==> config.mk <==
export PLATFORM = sky130hd
export DESIGN_NAME = fixed_quota_kernel_picker
export DESIGN_NICKNAME = d
export VERILOG_FILES = /design/src/fqkp_pkg.sv /design/src/fqkp_ram.sv /design/src/fqkp_datapath.sv /design/src/fqkp_ctrl.sv /design/src/fixed_quota_kernel_picker.sv
export SDC_FILE = /design/constraint.sdc
export NUM_CORES = 1
export LEC_CHECK = 0
export ABC_AREA = 1
export ABC_CLOCK_PERIOD_IN_PS = 4760
export BUFFER_PORTS_ARGS = -buffer_cell sky130_fd_sc_hd__buf_2
export CAP_MARGIN = 20
export CORE_ASPECT_RATIO = 0.8
export CORE_MARGIN = 3
export CORE_UTILIZATION = 45
export DETAILED_ROUTE_END_ITERATION = 12
export MAX_ROUTING_LAYER = met4
export PLACE_DENSITY_LB_ADDON = 0.08
export SETUP_SLACK_MARGIN = 0.1
export SLEW_MARGIN = 20
export SYNTH_ARGS = -nofsm -noshare
export SYNTH_HDL_FRONTEND = slang
export SYNTH_HIERARCHICAL = 1
export SYNTH_SLANG_ARGS = --single-unit
==> constraint.sdc <==
create_clock -name clk -period 4.76 [get_ports clk]
set_clock_uncertainty 0.15 [all_clocks]
set_input_delay 0.714 -clock clk [delete_from_list [all_inputs] [get_ports clk]]
set_output_delay 0.714 -clock clk [all_outputs]
set_load 0.02 [all_outputs]
==> src/fqkp_pkg.sv <==
package fqkp_pkg;

  // Item kinds
  typedef enum logic [2:0] {
    KIND_PRELOAD = 3'd0,
    KIND_ADD     = 3'd1,
    KIND_REMOVE  = 3'd2,
    KIND_INC     = 3'd3,
    KIND_DEC     = 3'd4,
    KIND_PICK    = 3'd5
  } kind_t;

  // Result status codes
  typedef enum logic [2:0] {
    ST_OK          = 3'd0,
    ST_BUSY        = 3'd1,
    ST_EMPTY       = 3'd2,
    ST_STACK_EMPTY = 3'd3,
    ST_STACK_FULL  = 3'd4,
    ST_AT_QUOTA    = 3'd5,
    ST_HELD_ZERO   = 3'd6
  } status_t;

  typedef enum logic [2:0] {
    S_IDLE,
    S_DECODE,
    S_APPLY,
    S_SWEEP_RD,
    S_SWEEP_WR,
    S_SCAN_RD,
    S_SCAN_EVAL,
    S_DONE
  } state_t;

  typedef struct packed {
    logic [2:0] kind;
    logic [2:0] slot;
    logic [7:0] quota_value;
    logic [7:0] ready_mask;
  } in_t;

  typedef struct packed {
    logic       chosen_valid;
    logic [2:0] chosen_slot;
    status_t    status;
  } out_t;

  // Controller to datapath
  typedef struct packed {
    logic load;
    logic decode;
    logic apply;
    logic sweep_rd;
    logic sweep_wr;
    logic scan_rd;
    logic scan_eval;
  } cmd_t;

  // Datapath to controller
  typedef struct packed {
    logic [2:0] kind;
    logic       pre_fail;
    logic       sweep_last;
    logic       scan_last;
  } dp_stat_t;

endpackage

==> src/fqkp_ram.sv <==
module fqkp_ram #(
  parameter int WIDTH = 8,
  parameter int DEPTH = 8
) (
  input  logic                     clk,
  input  logic                     we,
  input  logic [$clog2(DEPTH)-1:0] waddr,
  input  logic [WIDTH-1:0]         wdata,
  input  logic [$clog2(DEPTH)-1:0] raddr,
  output logic [WIDTH-1:0]         rdata
);

  logic [WIDTH-1:0] mem [DEPTH];

  always_ff @(posedge clk) begin
    if (we) begin
      mem[waddr] <= wdata;
    end
    rdata <= mem[raddr];
  end

endmodule

==> src/fqkp_datapath.sv <==
module fqkp_datapath import fqkp_pkg::*; #(
  parameter int SLOTS       = 8,
  parameter int STACK_DEPTH = 8,
  parameter int QUOTA_BITS  = 8
) (
  input  logic     clk,
  input  logic     rst,
  input  in_t      item_in,
  input  cmd_t     cmd,
  output dp_stat_t stat,
  output out_t     result
);

  localparam int SW     = $clog2(SLOTS);
  localparam int AW     = $clog2(SLOTS + 1);
  localparam int SAW    = $clog2(STACK_DEPTH);
  localparam int DW     = $clog2(STACK_DEPTH + 1);
  localparam int QB     = QUOTA_BITS;
  localparam int PICK_N = (SLOTS < 8) ? SLOTS : 8;

  typedef struct packed {
    logic [QB-1:0] quota;
    logic [QB-1:0] held;
    logic [SW-1:0] order;
  } rec_t;

  in_t             item;
  logic [SLOTS-1:0] in_use;
  logic [DW-1:0]   free_depth;
  logic [AW-1:0]   active_count;
  logic [SW-1:0]   idx;
  logic [SW-1:0]   rem_order;
  logic [SW-1:0]   best_rank;
  logic [QB-1:0]   best_diff;
  out_t            res;

  logic [SW-1:0]   slot_idx;
  logic            slot_ok;
  logic            occ;
  logic            stack_full;
  logic            stack_empty;
  status_t         pre_status;
  logic            at_quota;
  logic            held_zero;
  logic            sweep_last;
  logic            scan_last;
  logic            cand;
  logic            better;
  logic [QB-1:0]   diff;

  logic            rec_we;
  logic [SW-1:0]   rec_waddr;
  logic [SW-1:0]   rec_raddr;
  rec_t            rec_wdata;
  rec_t            rec_rdata;
  logic            stk_we;
  logic [SAW-1:0]  stk_waddr;
  logic [SAW-1:0]  stk_raddr;
  logic [QB-1:0]   stk_wdata;
  logic [QB-1:0]   stk_rdata;

  assign slot_idx    = SW'(item.slot);
  assign slot_ok     = (32'(item.slot) < SLOTS);
  assign occ         = slot_ok && in_use[slot_idx];
  assign stack_full  = (free_depth >= DW'(STACK_DEPTH));
  assign stack_empty = (free_depth == '0);
  assign at_quota    = (rec_rdata.held >= rec_rdata.quota);
  assign held_zero   = (rec_rdata.held == '0);
  assign sweep_last  = (idx == SW'(SLOTS - 1));
  assign scan_last   = (idx == SW'(PICK_N - 1));

  always_comb begin
    pre_status = ST_OK;
    unique case (item.kind) inside
      KIND_PRELOAD: if (stack_full) pre_status = ST_STACK_FULL;
      KIND_ADD: begin
        if (!slot_ok)            pre_status = ST_EMPTY;
        else if (in_use[slot_idx]) pre_status = ST_BUSY;
        else if (stack_empty)    pre_status = ST_STACK_EMPTY;
      end
      KIND_REMOVE: begin
        if (!occ)             pre_status = ST_EMPTY;
        else if (stack_full)  pre_status = ST_STACK_FULL;
      end
      KIND_INC, KIND_DEC: if (!occ) pre_status = ST_EMPTY;
      default: pre_status = ST_OK;
    endcase
  end

  assign stat.kind       = item.kind;
  assign stat.pre_fail   = (pre_status != ST_OK);
  assign stat.sweep_last = sweep_last;
  assign stat.scan_last  = scan_last;

  // Pick candidate: occupied, ready and below its quota
  assign diff   = rec_rdata.quota - rec_rdata.held;
  assign cand   = in_use[idx] && item.ready_mask[3'(idx)] && !at_quota;
  assign better = cand && ((diff > best_diff) ||
                  (res.chosen_valid && diff == best_diff && rec_rdata.order < best_rank));

  assign rec_raddr = (cmd.sweep_rd || cmd.scan_rd) ? idx : slot_idx;
  assign stk_raddr = SAW'(free_depth - DW'(1));

  always_comb begin
    rec_we    = 1'b0;
    rec_waddr = slot_idx;
    rec_wdata = rec_rdata;
    stk_we    = 1'b0;
    stk_waddr = SAW'(free_depth);
    stk_wdata = QB'(item.quota_value);
    if (cmd.decode && item.kind == KIND_PRELOAD && !stack_full) begin
      stk_we = 1'b1;
    end
    if (cmd.apply) begin
      case (item.kind)
        KIND_ADD: begin
          rec_we          = 1'b1;
          rec_wdata.quota = stk_rdata;
          rec_wdata.held  = '0;
          rec_wdata.order = SW'(active_count);
        end
        KIND_REMOVE: begin
          stk_we    = 1'b1;
          stk_wdata = rec_rdata.quota;
        end
        KIND_INC: begin
          rec_we         = !at_quota;
          rec_wdata.held = rec_rdata.held + QB'(1);
        end
        KIND_DEC: begin
          rec_we         = !held_zero;
          rec_wdata.held = rec_rdata.held - QB'(1);
        end
        default: rec_we = 1'b0;
      endcase
    end
    if (cmd.sweep_wr) begin
      rec_waddr       = idx;
      rec_we          = in_use[idx] && (rec_rdata.order > rem_order);
      rec_wdata.order = rec_rdata.order - SW'(1);
    end
  end

  always_ff @(posedge clk) begin
    if (rst) begin
      in_use       <= '0;
      free_depth   <= '0;
      active_count <= '0;
    end else begin
      if (cmd.load) begin
        item      <= item_in;
        res       <= '0;
        best_diff <= '0;
        best_rank <= '0;
        idx       <= '0;
      end
      if (cmd.decode) begin
        res.status <= pre_status;
        if (item.kind == KIND_PRELOAD && !stack_full) begin
          free_depth <= free_depth + DW'(1);
        end
      end
      if (cmd.apply) begin
        case (item.kind)
          KIND_ADD: begin
            free_depth       <= free_depth - DW'(1);
            active_count     <= active_count + AW'(1);
            in_use[slot_idx] <= 1'b1;
          end
          KIND_REMOVE: begin
            free_depth <= free_depth + DW'(1);
            rem_order  <= rec_rdata.order;
          end
          KIND_INC: if (at_quota)  res.status <= ST_AT_QUOTA;
          KIND_DEC: if (held_zero) res.status <= ST_HELD_ZERO;
          default: res.status <= res.status;
        endcase
      end
      if (cmd.sweep_wr) begin
        if (sweep_last) begin
          in_use[slot_idx] <= 1'b0;
          active_count     <= active_count - AW'(1);
        end else begin
          idx <= idx + SW'(1);
        end
      end
      if (cmd.scan_eval) begin
        if (better) begin
          res.chosen_valid <= 1'b1;
          res.chosen_slot  <= 3'(idx);
          best_diff        <= diff;
          best_rank        <= rec_rdata.order;
        end
        if (!scan_last) begin
          idx <= idx + SW'(1);
        end
      end
    end
  end

  assign result = res;

  fqkp_ram #(.WIDTH(2 * QB + SW), .DEPTH(SLOTS)) u_rec_ram (
    .clk   (clk),
    .we    (rec_we),
    .waddr (rec_waddr),
    .wdata (rec_wdata),
    .raddr (rec_raddr),
    .rdata (rec_rdata)
  );

  fqkp_ram #(.WIDTH(QB), .DEPTH(STACK_DEPTH)) u_stack_ram (
    .clk   (clk),
    .we    (stk_we),
    .waddr (stk_waddr),
    .wdata (stk_wdata),
    .raddr (stk_raddr),
    .rdata (stk_rdata)
  );

endmodule

==> src/fqkp_ctrl.sv <==
module fqkp_ctrl import fqkp_pkg::*; (
  input  logic     clk,
  input  logic     rst,
  input  logic     start,
  input  dp_stat_t stat,
  output cmd_t     cmd,
  output logic     busy,
  output logic     done
);

  state_t state;
  state_t state_next;

  always_ff @(posedge clk) begin
    if (rst) begin
      state <= S_IDLE;
    end else begin
      state <= state_next;
    end
  end

  always_comb begin
    state_next = state;
    unique case (state)
      S_IDLE: if (start) state_next = S_DECODE;
      S_DECODE: begin
        if (stat.pre_fail) begin
          state_next = S_DONE;
        end else begin
          unique case (stat.kind) inside
            KIND_ADD, KIND_REMOVE, KIND_INC, KIND_DEC: state_next = S_APPLY;
            KIND_PICK: state_next = S_SCAN_RD;
            default: state_next = S_DONE;
          endcase
        end
      end
      S_APPLY:     state_next = (stat.kind == KIND_REMOVE) ? S_SWEEP_RD : S_DONE;
      S_SWEEP_RD:  state_next = S_SWEEP_WR;
      S_SWEEP_WR:  state_next = stat.sweep_last ? S_DONE : S_SWEEP_RD;
      S_SCAN_RD:   state_next = S_SCAN_EVAL;
      S_SCAN_EVAL: state_next = stat.scan_last ? S_DONE : S_SCAN_RD;
      S_DONE:      state_next = start ? S_DECODE : S_IDLE;
      default:     state_next = S_IDLE;
    endcase
  end

  always_comb begin
    busy          = !(state == S_IDLE || state == S_DONE);
    done          = (state == S_DONE);
    cmd.load      = start && !busy;
    cmd.decode    = (state == S_DECODE);
    cmd.apply     = (state == S_APPLY);
    cmd.sweep_rd  = (state == S_SWEEP_RD);
    cmd.sweep_wr  = (state == S_SWEEP_WR);
    cmd.scan_rd   = (state == S_SCAN_RD);
    cmd.scan_eval = (state == S_SCAN_EVAL);
  end

endmodule

==> src/fixed_quota_kernel_picker.sv <==
// Kernel slot table with fixed core quotas and a free-quota stack. Issue a
// transaction by raising start with item while busy is low; exactly one result
// follows on result, marked by done for a single cycle, and it must be taken
// then: there is no way to hold it off. A new transaction may be issued in the
// same cycle as done. Path from accept to done: preload, ignored kinds and
// transactions failing a slot or stack check pass decode only; add, increment
// and decrement pass decode and apply, also at the quota or at zero; remove
// then sweeps every slot, pick scans min(SLOTS,8) slots after decode. The
// longer cases are set by the slot record memory, which has one registered
// read port and is visited read-then-update one slot at a time to renumber
// add order after a remove, or to compare slots during a pick. No clearing
// pass is needed after reset.
module fixed_quota_kernel_picker import fqkp_pkg::*; #(
  parameter int SLOTS       = 8,
  parameter int STACK_DEPTH = 8,
  parameter int QUOTA_BITS  = 8
) (
  input  logic clk,
  input  logic rst,
  input  logic start,
  input  in_t  item,
  output logic busy,
  output logic done,
  output out_t result
);

  cmd_t     cmd;
  dp_stat_t stat;

  // Sequence each transaction: decode, then apply (and a sweep for a remove), a slot scan or done
  fqkp_ctrl u_ctrl (
    .clk   (clk),
    .rst   (rst),
    .start (start),
    .stat  (stat),
    .cmd   (cmd),
    .busy  (busy),
    .done  (done)
  );

  // Hold the slot table, free stack and result registers
  fqkp_datapath #(
    .SLOTS       (SLOTS),
    .STACK_DEPTH (STACK_DEPTH),
    .QUOTA_BITS  (QUOTA_BITS)
  ) u_dp (
    .clk     (clk),
    .rst     (rst),
    .item_in (item),
    .cmd     (cmd),
    .stat    (stat),
    .result  (result)
  );

endmodule

# ---- Word-level counts from Yosys, hierarchy flattened
# Memories as Yosys holds them, arrays and structs flattened. A register that Yosys moved wholly into a read port is not among the register bits.
# Index checks and enable logic that the tools add are counted.
# Widths: inputs -> output; s select.
dict set report classes {
  mux 73
  eq_ne 16
  n_bitwise 4
  n_lt_le_gt_ge 8
  n_reduce_logical 29
  add_sub_neg 9
}
# cell count
set ops {}
lappend ops {{$mux 8} 11}
lappend ops {{$mux 3} 22}
lappend ops {{$mux 4} 9}
lappend ops {{$pmux 3 s8} 1}
lappend ops {{$pmux 8 s3} 1}
lappend ops {{$eq 3x3->1 const B} 7}
lappend ops {{$mux 19} 1}
lappend ops {{$mux 1} 14}
lappend ops {{$eq 3x2->1 const B} 4}
lappend ops {{$pmux 3 s4} 1}
lappend ops {{$logic_and 1x1->1} 11}
lappend ops {{$bmux 1 s3} 3}
lappend ops {{$pmux 3 s3} 1}
lappend ops {{$add 4x1->4 const B} 2}
lappend ops {{$add 8x1->8 const B} 1}
lappend ops {{$and 8x8->8} 1}
lappend ops {{$eq 8x8->1} 1}
lappend ops {{$ge 8x8->1} 1}
lappend ops {{$gt 8x8->1} 1}
lappend ops {{$logic_not 8->1} 1}
lappend ops {{$lt 3x4->1 const B} 2}
lappend ops {{$mux 2} 4}
lappend ops {{$not 8->8} 1}
lappend ops {{$or 8x8->8} 1}
lappend ops {{other kinds (27)} 37}
dict set report totals {
  output_inout_bits 9
  inputBits 25
  ff_bits 65
  wordCells 156
  n_memories 2
  mem_bits_rw 216
}
# memory words word_bits read_ports rd_ports_with_merged_regs write_ports line
set mem_list {}
lappend mem_list {u_dp.u_rec_ram.mem 8 19 1 1 1 fqkp_ram.sv:13} ;# logic [WIDTH-1:0] mem [DEPTH];
lappend mem_list {u_dp.u_stack_ram.mem 8 8 1 1 1 fqkp_ram.sv:13}

# ---- Logic depth before layout (Yosys ltp)
# Gate-level depths: netlist of run 1.
dict set report depth {
  word_depth 11
  depth_mapped 21
  depth_no_buf 20
}

# ---- By module
# Netlist of run 1, hierarchy kept.
# module n_inst cells_each seq_area_each_um2 area_per_inst_um2
set by_module_without_submodules {}
lappend by_module_without_submodules {{fqkp_ram at u_dp.u_rec_ram} 1 694 4944.7 7078.0}
lappend by_module_without_submodules {fqkp_datapath 1 643 1681.6 4662.0}
lappend by_module_without_submodules {{fqkp_ram at u_dp.u_stack_ram} 1 303 2082.0 3050.4}
lappend by_module_without_submodules {fqkp_ctrl 1 54 60.1 275.3}

# ---- Worst setup path before layout of run 1
# Ideal clock, no wire load.
dict set report synth_timing {
  kind {register to register}
  from {register u_dp.u_rec_ram.rdata[3] (read register of u_dp.u_rec_ram.mem)}
  to {memory u_dp/u_rec_ram/mem[1][0] (netlist name) (enable)}
  slack_ps 1746
  setup_time_ps 395
  t_required_ps 4215
  t_arrival_ps 2470
  stages_incl_launch_ff 14
  period_less_slack_ps 3014
  cell_sequence {dfxtp_1 ha_1 inv_1 fa_1 nand2_2 nand3_2 nand2_2 a21boi_4 nand2_1 nand2_1 nand2_1 nand2_1 nand2_1 nor2_1}
}
dict set report synth_via {
  elab_chain_len 7
  elab_cells_between_ends 9
  cone_classes {1 x order compare; 5 x mux; 3 x reduce/logical}
}
# element line
set synth_rtl {}
lappend synth_rtl {{from (decl)} fqkp_ram.sv:10} ;# output logic [WIDTH-1:0] rdata
lappend synth_rtl {{$ge 8x8->1 / $logic_not 8->1 (equally long branches)} {fqkp_datapath.sv:67, fqkp_datapath.sv:68}}
lappend synth_rtl {{$logic_not 1->1 (on tied branches)} {fqkp_datapath.sv:127, fqkp_datapath.sv:131}}
lappend synth_rtl {{$pmux 1 s3 (*)} fqkp_datapath.sv:115} ;# case (item.kind)
lappend synth_rtl {{$mux 1 (*)} fqkp_datapath.sv:114} ;# if (cmd.apply) begin
lappend synth_rtl {{$mux 1 (*)} fqkp_datapath.sv:137} ;# if (cmd.sweep_wr) begin
lappend synth_rtl {{named net u_dp.rec_we} fqkp_datapath.sv:51} ;# logic rec_we;
lappend synth_rtl {{$mux 1 (*)} fqkp_ram.sv:16} ;# if (we) begin
lappend synth_rtl {{$mux 1 (implied by the code) (*)} fqkp_ram.sv:17} ;# mem[waddr] <= wdata;
lappend synth_rtl {{to (decl)} fqkp_ram.sv:13}
# The timed path passes the listed nets; every way through them passes the cells marked *.

# ---- Worst setup path in the final report of run 1
dict set report layout_timing {
  from {register u_dp.u_rec_ram.rdata[3] (read register of u_dp.u_rec_ram.mem)}
  to {register u_dp.best_diff[4] (data pin)}
}
dict set report layout_via {
  elab_chain_len 8
  elab_cells_between_ends 12
  cone_classes {1 x add/sub; 2 x order compare; 1 x eq/ne; 2 x mux; 6 x reduce/logical}
}
# element line
set layout_rtl {}
lappend layout_rtl {{branches (longest 6 deep; another with $sub 8x8->8)} -}
lappend layout_rtl {{$mux 8 (*)} fqkp_datapath.sv:188} ;# if (better) begin
lappend layout_rtl {{$mux 8 (*)} fqkp_datapath.sv:187} ;# if (cmd.scan_eval) begin
lappend layout_rtl {{to (signal assigned)} fqkp_datapath.sv:191} ;# best_diff <= diff;
lappend layout_rtl {{to (decl)} fqkp_datapath.sv:34} ;# logic [QB-1:0] best_diff;
# Every way passes the cells marked *.
# A chain may end at the register's enable or synchronous reset.

==> results of run 1 <==
[final cells by class]
class,count,share of cell area
Clock buffer,52,0.0589
Clock inverter,9,0.00549
Inverter,345,0.0779
Multi-Input combinational cell,983,0.279
Sequential cell,307,0.527
Tap cell,427,0.0321
Timing Repair Buffer,54,0.0201
[power groups by stage]
stage	clock network, mW	logic, mW	registers, mW
after floorplan	0	2.55	3.66
after global placement	0	3.43	3.71
after detailed placement	0	3.44	3.72
after CTS	2.60	3.45	3.66
after global routing	2.71	3.92	3.69
final	2.54	3.44	3.66
[synth_stat cells, types with 2 or more instances]
cell / n / area (um2)
nor2_1: 71 / 267
o211a_1: 2 / 20.0
inv_2: 8 / 30.0
nand4_1: 25 / 156
o21ai_0: 45 / 225
nor2_4: 3 / 33.8
buf_2: 18 / 90.1
clkbuf_1: 10 / 37.5
o21ai_1: 3 / 15.0
edfxtp_1: 262 / 7870
fa_1: 2 / 40.0
o22ai_1: 4 / 25.0
nor3_1: 11 / 55.1
buf_4: 16 / 120
inv_1: 334 / 1250
xnor2_1: 2 / 17.5
o21bai_1: 2 / 15.0
ha_1: 34 / 425
nand3_1: 156 / 781
a211oi_1: 6 / 45.0
a21oi_1: 27 / 135
nor2_2: 4 / 25.0
clkinv_1: 2 / 7.51
nand2_2: 6 / 37.5
dfxtp_1: 45 / 901
buf_6: 14 / 158
xor2_1: 4 / 35.0
nand2_1: 561 / 2110
a31oi_1: 2 / 12.5
[metrics by stage]
stage | worst slack, ns | cells | hold slack [ns] | cell area, um2
final | 1.22 | 2177 | 0.207 | 16600
after global routing | 0.959 | 2177 | 0.187 | 16600
after CTS | 1.24 | 2177 | 0.184 | 16600
after detailed placement | 1.27 | 2116 | 0.332 | 15600
after global placement | 1.34 | 2116 | 0.334 | 15600
after floorplan | 1.75 | 1694 | 0.297 | 15100
[layer usage]
layer / GRT usage / vias up / routed length [um]
met5: - / - / 0
met4: 0.0632 / 0 / 900
met3: 0.0355 / 65 / 1820
met2: 0.298 / 234 / 15200
met1: 0.294 / 4920 / 17400
li1: - / 5421 / -
[sequential cells by signal (all words and copies together) (netlist names), 4 cells and up]
name                    flops
u_dp/u_rec_ram/rdata       19
u_dp/u_rec_ram/mem        152
u_dp/result                 7
u_dp/in_use                 8
u_dp/u_stack_ram/mem       64
u_dp/best_diff              8
u_dp/u_stack_ram/rdata      8
u_dp/free_depth             4
u_dp/item                  16
[worst max-delay path: cells and delay by family (launching register included)]
family / cells / cell delay (ns)
xor+xnor: 1 / 0.18
fa+ha+maj: 3 / 0.91
simple gates: 10 / 1.43
buf+inv: 2 / 0.15
flops: 1 / 0.43
[how the worst max path moves through the flow]
| stage | slack, ns | depth (start not counted) | from | end |
|---|---|---|---|---|
| floorplan | 1.75 | 13 | u_dp/u_rec_ram/rdata[3] | u_dp/u_rec_ram/mem[1][0] |
| global placement | 1.34 | 18 | u_dp/u_rec_ram/rdata[5] | u_dp/best_diff[4] |
| detailed placement | 1.27 | 16 | u_dp/u_rec_ram/rdata[3] | u_dp/best_diff[0] |
| CTS | 1.24 | 16 | u_dp/u_rec_ram/rdata[3] | u_dp/best_diff[4] |
| global route | 0.96 | 16 | u_dp/u_rec_ram/rdata[3] | u_dp/best_diff[0] |
| finish | 1.22 | 16 | u_dp/u_rec_ram/rdata[3] | u_dp/best_diff[4] |
[cells by family after synthesis]
family | Yosys count | share of synthesized area
flops | 307 | 0.582
compound gates | 97 | 0.0366
simple gates | 844 | 0.234
fa+ha+maj | 36 | 0.0309
buf+inv | 404 | 0.113
xor+xnor | 6 | 0.00349
==> reports/metrics.yaml, run 1 <==
cells_and_area:
  postLayoutCoreUtil: 0.508
  areaGrowthSynthToFinish_pct: 10.5
  most-common-layout-cells: "561 x nand2_1, 334 x inv_1, 262 x edfxtp_1"
  antennaDiodeCount: 0
  register_area_mm2: 0.00877
  final_nets: 1786
  fillerInstances: 3099
  final_common_cell: "nand2_1"
  layout-drive-gt1-share: 0.0800
  multiInputGateArea_mm2: 0.00464
cts:
  postCtsResizedCells: 0
  clock_sinks: 307
  clock-root-buffer: "clkbuf_16"
  clk_latency_ns: 0.54
  hold_buffers: 0
  cts_tree: "built"
  cts.path.max_buffers: 3
  htreeDepth: 2
  clk_pin_slew_ns: 0.06
  cts-buffers-inserted: 34
  cts_setup_buffers: 0
worst_setup_path:
  path_cells: "ha_1, inv_1, fa_1, nand2_2, nand3_2, xor2_1, ha_1, nand2_1, inv_1, nand2_1, nor2_1, nor3_1, nand2_1, nand3_4, nand2_1, nand2_1"
  reg2regPathDepth: 16
  crit_arrival_ns: 3.67
  r2r_end: "u_dp/best_diff[4]"
  cp_data_required_time_ns: 4.89
  worst_path_max_delay_cell: "dfxtp_1"
  max_stage_delay_ns: 0.43
  r2r_setup_slack_ns: 1.22
  worst-path-max-fanout: 15
  rr_startpoint: "u_dp/u_rec_ram/rdata[3]"
  cp-start-kind: "register"
  crit_type: "reg -> reg"
  crit_path_end_kind: "register"
  path_common_cell: "nand2_1"
synth:
  syn_avg_cell_area_um2: 8.89
  yosys_most_used_dff: "edfxtp_1"
  syn-cell-area_mm2: 0.0151
  ys_seq_area_frac: 0.582
  synthCells: 1694
  synthesis.nets: 1755
  ys.warnings.count: 6
  synth_cell_types: 44
  synth-seq-cells: 307
  synthArstFlopShare: 0
  synth_edf_count: 262
timing:
  drv_slew: 0
  fmax_mhz: 283
  worst_pin_slew_ns: 1.05
  hold_violations: 0
  rsz0062_at_grt: "false"
  relSlewSlack: 0.299
  tns_ns: 0
  fin_crit_ns: 3.54
  final.period_utilization: 0.743
  setup_violations: 0
detailed_routing:
  vias_per_cell: 4.89
  first_iter_violations: 769
  wl_per_cell_um: 16.2
  wirelength_um: 35400
  drt_first_pass_iters: 5
  ant_nets: 0
  vias: 10640
  drc: 0
floorplanning:
  design.die.area_mm2: 0.0357
  core_area_mm2: 0.0328
  rows: 59
  ios: 34
  fp.dieH_um: 170
  start_util: 0.460
  die_w_um: 211
grt:
  grt_usage: 0.205
  antenna_found_initial: 0
  grt_overflow: 0
  grt_pass1_vias: 9841
  grt_first_pass_wirelength_um: 55300
  grt_max_degree: 77
power_and_ir_drop:
  peakVddDrop_mv: 0.340
  clock_power_share: 0.263
  p_total_mw: 9.64
  switchingPower_mw: 3.69
  switching_share: 0.383
  power.leakage_nw: 7.74
  p_per_area_mw_per_mm2: 579
  combinationalPowerShare: 0.357
  p_seq_frac: 0.380
  p_int_mw: 5.95
placement:
  gp_congestion: 0.935
  portBuffers: 33
  hpwl_um: 22500
min_path:
  min_path_cells: 1
  min_path_type: "in -> reg"
  worst_hold_path.endpoint: "u_dp/item[12]"
  hp-start: "item[12]"
outcome:
  outcome: "finished, final reports clean"
job:
  drv_cap: 0
(Power assumes the default switching activity.)
==> run 2, diff against run 1 <==
Settings changed: ABC_CLOCK_PERIOD_IN_PS 4760 to 3600.
Clock period 4.76 ns to 3.6 ns, I/O delays scaled along.
==> run 2 against run 1 <==
Wire length down 1.9%; worst setup slack worse by 0.76 ns; first-iteration DRC count up 8.2%; fmax up 13%; register-to-register slack worse by 0.76 ns; non-clock buffer count up 31; combinational power up 38%; power up 34%; sequential power up 32%; die area unchanged; clock power up 31%; critical endpoint is now u_dp/best_diff[0]; highest routed layer unchanged.
==> reports/metrics.yaml, run 2 (synthesis results as in run 1) <==
worst_setup_path:
  cp_data_required_time_ns: 3.73
  r2r_setup_slack_ns: 0.46
  crit_arrival_ns: 3.27
  rr_startpoint: "u_dp/u_rec_ram/rdata[3]"
  crit_type: "reg -> reg"
  cp-start-kind: "register"
  worst-path-max-fanout: 15
  reg2regPathDepth: 17
  r2r_end: "u_dp/best_diff[0]"
  crit_path_end_kind: "register"
cts:
  clk_latency_ns: 0.52
  clock-root-buffer: "clkbuf_16"
  cts-buffers-inserted: 34
  cts_setup_buffers: 0
  cts_tree: "built"
  clock_sinks: 307
  cts.path.max_buffers: 3
  htreeDepth: 2
  hold_buffers: 0
  postCtsResizedCells: 0
  clk_pin_slew_ns: 0.06
grt:
  grt_max_degree: 45
  grt_overflow: 0
  grt_usage: 0.202
  grt_first_pass_wirelength_um: 54400
  grt_pass1_vias: 9771
  antenna_found_initial: 0
placement:
  place_area_mm2: 0.0158
  gp_congestion: 0.854
  dp_worst_setup_slack_ns: 0.423
  hpwl_um: 22200
  portBuffers: 33
  dp_cells: 2147
floorplanning:
  start_util: 0.460
  design.die.area_mm2: 0.0357
  ios: 34
  die_w_um: 211
  core_area_mm2: 0.0328
  fp.dieH_um: 170
  rows: 59
timing:
  hold_violations: 0
  setup_violations: 0
  fmax_mhz: 318
  worst_pin_slew_ns: 1.04
  hold-worst-slack_ns: 0.0391
  relSlewSlack: 0.301
  drv_slew: 0
  rsz0062_at_grt: "false"
  fin_ws_ns: 0.459
  final.period_utilization: 0.873
  tns_ns: 0
  fin_crit_ns: 3.14
power_and_ir_drop:
  power.leakage_nw: 7.91
  peakVddDrop_mv: 0.396
  p_per_area_mw_per_mm2: 766
  p_total_mw: 12.9
detailed_routing:
  wl_per_cell_um: 15.7
  drt_first_pass_iters: 7
  vias_per_cell: 4.81
  drc: 0
  first_iter_violations: 832
  ant_nets: 0
  wirelength_um: 34700
  vias: 10615
outcome:
  outcome: "finished, final reports clean"
cells_and_area:
  layout-drive-gt1-share: 0.0977
  most-common-layout-cells: "561 x nand2_1, 334 x inv_1, 262 x edfxtp_1"
  regMostFlops: "u_dp/u_rec_ram/mem"
  post_layout_nonfiller_instances: 2208
  final_common_cell: "nand2_1"
  areaGrowthSynthToFinish_pct: 12.0
  largest_registers: "u_dp/u_rec_ram/mem (152), u_dp/u_stack_ram/mem (64), u_dp/u_rec_ram/rdata (19)"
  antennaDiodeCount: 0
  largest_reg_flops: 152
  design_area_mm2: 0.0169
  postLayoutCoreUtil: 0.515
  final_nets: 1817
min_path:
  hp-start: "item[0]"
  min_path_type: "in -> reg"
  worst_hold_path.endpoint: "u_dp/item[0]"
  min_path_cells: 1
job:
  drv_cap: 0
## run 2: metal layers
metal  wire length (um)  share of wire  GRT usage
met5                  0              0          -
met1              17300           0.50      0.292
met2              15400           0.44      0.304
met3               1410          0.041     0.0294
met4                568          0.016     0.0474
## run 2: worst max path at each step
stage	depth (start not counted)	start	to
after floorplan	13	u_dp/u_rec_ram/rdata[3]	u_dp/u_rec_ram/mem[1][0]
after global placement	17	u_dp/u_rec_ram/rdata[3]	u_dp/result[4]
after detailed placement	17	u_dp/u_rec_ram/rdata[3]	u_dp/best_diff[4]
after CTS	17	u_dp/u_rec_ram/rdata[3]	u_dp/best_diff[0]
after global routing	17	u_dp/u_rec_ram/rdata[3]	u_dp/best_diff[0]
final	17	u_dp/u_rec_ram/rdata[3]	u_dp/best_diff[0]
## run 2: final cells by class
cell class	instances	area [um2]
timing repair buffer	85	581
clock buffer	43	916
sequential	307	8770
tap	427	534
inverter	345	1300
clock inverter	18	139
multi-input combinational	983	4640
fill	3048	15900
## run 2: power breakdown
group | internal (mW) | leakage (nW) | switching (mW)
combinational | 1.50 | 4.61 | 3.25
sequential | 4.58 | 2.76 | 0.258
clock | 1.95 | 0.529 | 1.39
total | 8.03 | 7.91 | 4.90
## run 2: worst max-delay path: stages, from the launching register on
cell     delay (ns)
dfxtp_1        0.44
ha_1           0.18
inv_1          0.07
fa_1           0.43
nand2_2        0.10
nand3_2        0.08
xor2_1         0.22
ha_1           0.27
nand2_1        0.06
inv_1          0.04
nand2_1        0.06
nor2_1         0.06
nand2_1        0.07
nand2_2        0.07
nor2_4         0.19
nand3_4        0.23
nand2_1        0.11
nand2_1        0.06
==> run 3, diff against run 2 <==
Settings changed: ABC_CLOCK_PERIOD_IN_PS 3600 to 4010.
Clock period 3.6 ns to 4.01 ns, I/O delays scaled along.
==> run 3 against run 2 <==
Final cell count fell by 0.59%; worst setup slack improved by 0.29 ns; fmax fell by 3.8%; register-to-register slack improved by 0.29 ns; worst hold slack improved by 0.058 ns; critical path depth fell by 1; non-clock buffer count fell by 14.
==> reports/metrics.yaml, run 3 (synthesis results as in run 1) <==
timing:
  relSlewSlack: 0.299
  drv_slew: 0
  fmax_mhz: 306
  final.period_utilization: 0.814
  rsz0062_at_grt: "false"
  setup_violations: 0
  fin_crit_ns: 3.26
  fin_ws_ns: 0.746
  tns_ns: 0
  hold_violations: 0
  worst_pin_slew_ns: 1.04
floorplanning:
  rows: 59
  fp.dieH_um: 170
  die_w_um: 211
  ios: 34
  design.die.area_mm2: 0.0357
  core_area_mm2: 0.0328
  start_util: 0.460
cells_and_area:
  final_nets: 1803
  antennaDiodeCount: 0
  final_common_cell: "nand2_1"
  layout-drive-gt1-share: 0.0905
  fillerInstances: 3073
  regMostFlops: "u_dp/u_rec_ram/mem"
  register_area_mm2: 0.00877
  postLayoutCoreUtil: 0.513
  areaGrowthSynthToFinish_pct: 11.6
  largest_reg_flops: 152
  multiInputGateArea_mm2: 0.00464
  largest_registers: "u_dp/u_rec_ram/mem (152), u_dp/u_stack_ram/mem (64), u_dp/u_rec_ram/rdata (19)"
  most-common-layout-cells: "561 x nand2_1, 334 x inv_1, 262 x edfxtp_1"
grt:
  grt_usage: 0.208
  grt_first_pass_wirelength_um: 56100
  antenna_found_initial: 0
  grt_max_degree: 78
  grt_pass1_vias: 9994
  grt_overflow: 0
cts:
  clock-root-buffer: "clkbuf_16"
  clk_pin_slew_ns: 0.06
  clk_latency_ns: 0.53
  cts_setup_buffers: 0
  cts_tree: "built"
  cts.path.max_buffers: 3
  clock_sinks: 307
  postCtsResizedCells: 0
  htreeDepth: 2
  cts-buffers-inserted: 34
  hold_buffers: 0
detailed_routing:
  first_iter_violations: 891
  vias_per_cell: 4.87
  drc: 0
  wirelength_um: 35400
  ant_nets: 0
  wl_per_cell_um: 16.1
  vias: 10697
  drt_first_pass_iters: 5
min_path:
  min_path_type: "in -> reg"
worst_setup_path:
  worst-path-max-fanout: 15
  crit_path_end_kind: "register"
  cp-start-kind: "register"
  cp-endpoint: "u_dp/best_diff[2]"
  rr_startpoint: "u_dp/u_rec_ram/rdata[3]"
  reg2regPathDepth: 16
  crit_start: "u_dp/u_rec_ram/rdata[3]"
  r2r_setup_slack_ns: 0.75
  r2r_end: "u_dp/best_diff[2]"
  crit_arrival_ns: 3.37
  crit_type: "reg -> reg"
  cp_data_required_time_ns: 4.12
power_and_ir_drop:
  peakVddDrop_mv: 0.358
  p_per_area_mw_per_mm2: 689
  power.leakage_nw: 7.85
placement:
  hpwl_um: 22500
  portBuffers: 33
  gp_congestion: 0.876
  dp_worst_setup_slack_ns: 0.801
outcome:
  outcome: "finished, final reports clean"
job:
  drv_cap: 0
run 3: changes by cell type in the layout (fill, tap and decap cells not counted):
cell / before / now
clkbuf_8: 1 / 7
inv_16: 0 / 1
bufinv_16: 2 / 1
clkinv_2: 11 / 5
buf_4: 50 / 36
o21ai_0: 42 / 41
o21ai_1: 3 / 4
clkbuf_1: 7 / 11
clkinv_1: 6 / 3
run 3: cell type report:
class | count | share of cell area
clock inverter | 9 | 0.00521
timing repair buffer | 71 | 0.0283
clock buffer | 53 | 0.0603
tap | 427 | 0.0318
inverter | 345 | 0.0772
multi-input combinational | 983 | 0.276
sequential | 307 | 0.521
run 3: per-stage QoR:
stage | std cells | area, um2 | hold slack (ns) | total power [mW]
after floorplan | 1694 | 15100 | 0.297 | 7.37
after global placement | 2133 | 15700 | 0.352 | 8.57
after detailed placement | 2133 | 15700 | 0.358 | 8.60
after CTS | 2195 | 16800 | 0.0717 | 11.7
after global routing | 2195 | 16800 | 0.0753 | 12.4
final | 2195 | 16800 | 0.0971 | 11.6
run 3: power breakdown:
part	internal (mW)	switching [mW]	total (mW)
Combinational	1.27	2.88	4.15
Clock	1.82	1.25	3.07
Sequential	4.12	0.252	4.37
run 3: critical path, stage by stage, from the launching register on:
cell	delay [ns]
dfxtp_1	0.45
ha_1	0.18
inv_1	0.07
fa_1	0.44
nand2_2	0.10
nand3_2	0.09
xor2_1	0.18
ha_1	0.29
nand2_1	0.05
inv_1	0.06
nand2_1	0.05
nor2_1	0.17
nor3_1	0.06
nand2_1	0.24
nand3_4	0.23
nand2_1	0.11
nand2_1	0.06
run 3: how the worst min path moves through the flow:
| stage | startpoint | end | slack, ns | depth (start not counted) |
|---|---|---|---|---|
| 6_report | item[11] | u_dp/item[11] | 0.1 | 1 |
| 5_1_grt | item[13] | u_dp/item[13] | 0.08 | 1 |
| 4_1_cts | item[11] | u_dp/item[11] | 0.07 | 1 |
| 3_5_place_dp | u_dp/in_use[6] | u_dp/in_use[6] | 0.36 | 2 |
| 3_3_place_gp | u_dp/in_use[6] | u_dp/in_use[6] | 0.35 | 2 |
| 2_1_floorplan | u_dp/u_rec_ram/rdata[0] | u_dp/rem_order[0] | 0.30 | 0 |
run 3: per-layer routing:
| metal | share of wire | vias to the layer above | global-route usage | wire, um |
|---|---|---|---|---|
| met4 | 0.016 | 0 | 0.0451 | 552 |
| met3 | 0.048 | 44 | 0.0307 | 1700 |
| met5 | 0 | - | - | 0 |
| li1 | - | 5472 | - | - |
| met1 | 0.49 | 4939 | 0.301 | 17400 |
| met2 | 0.44 | 242 | 0.313 | 15700 |
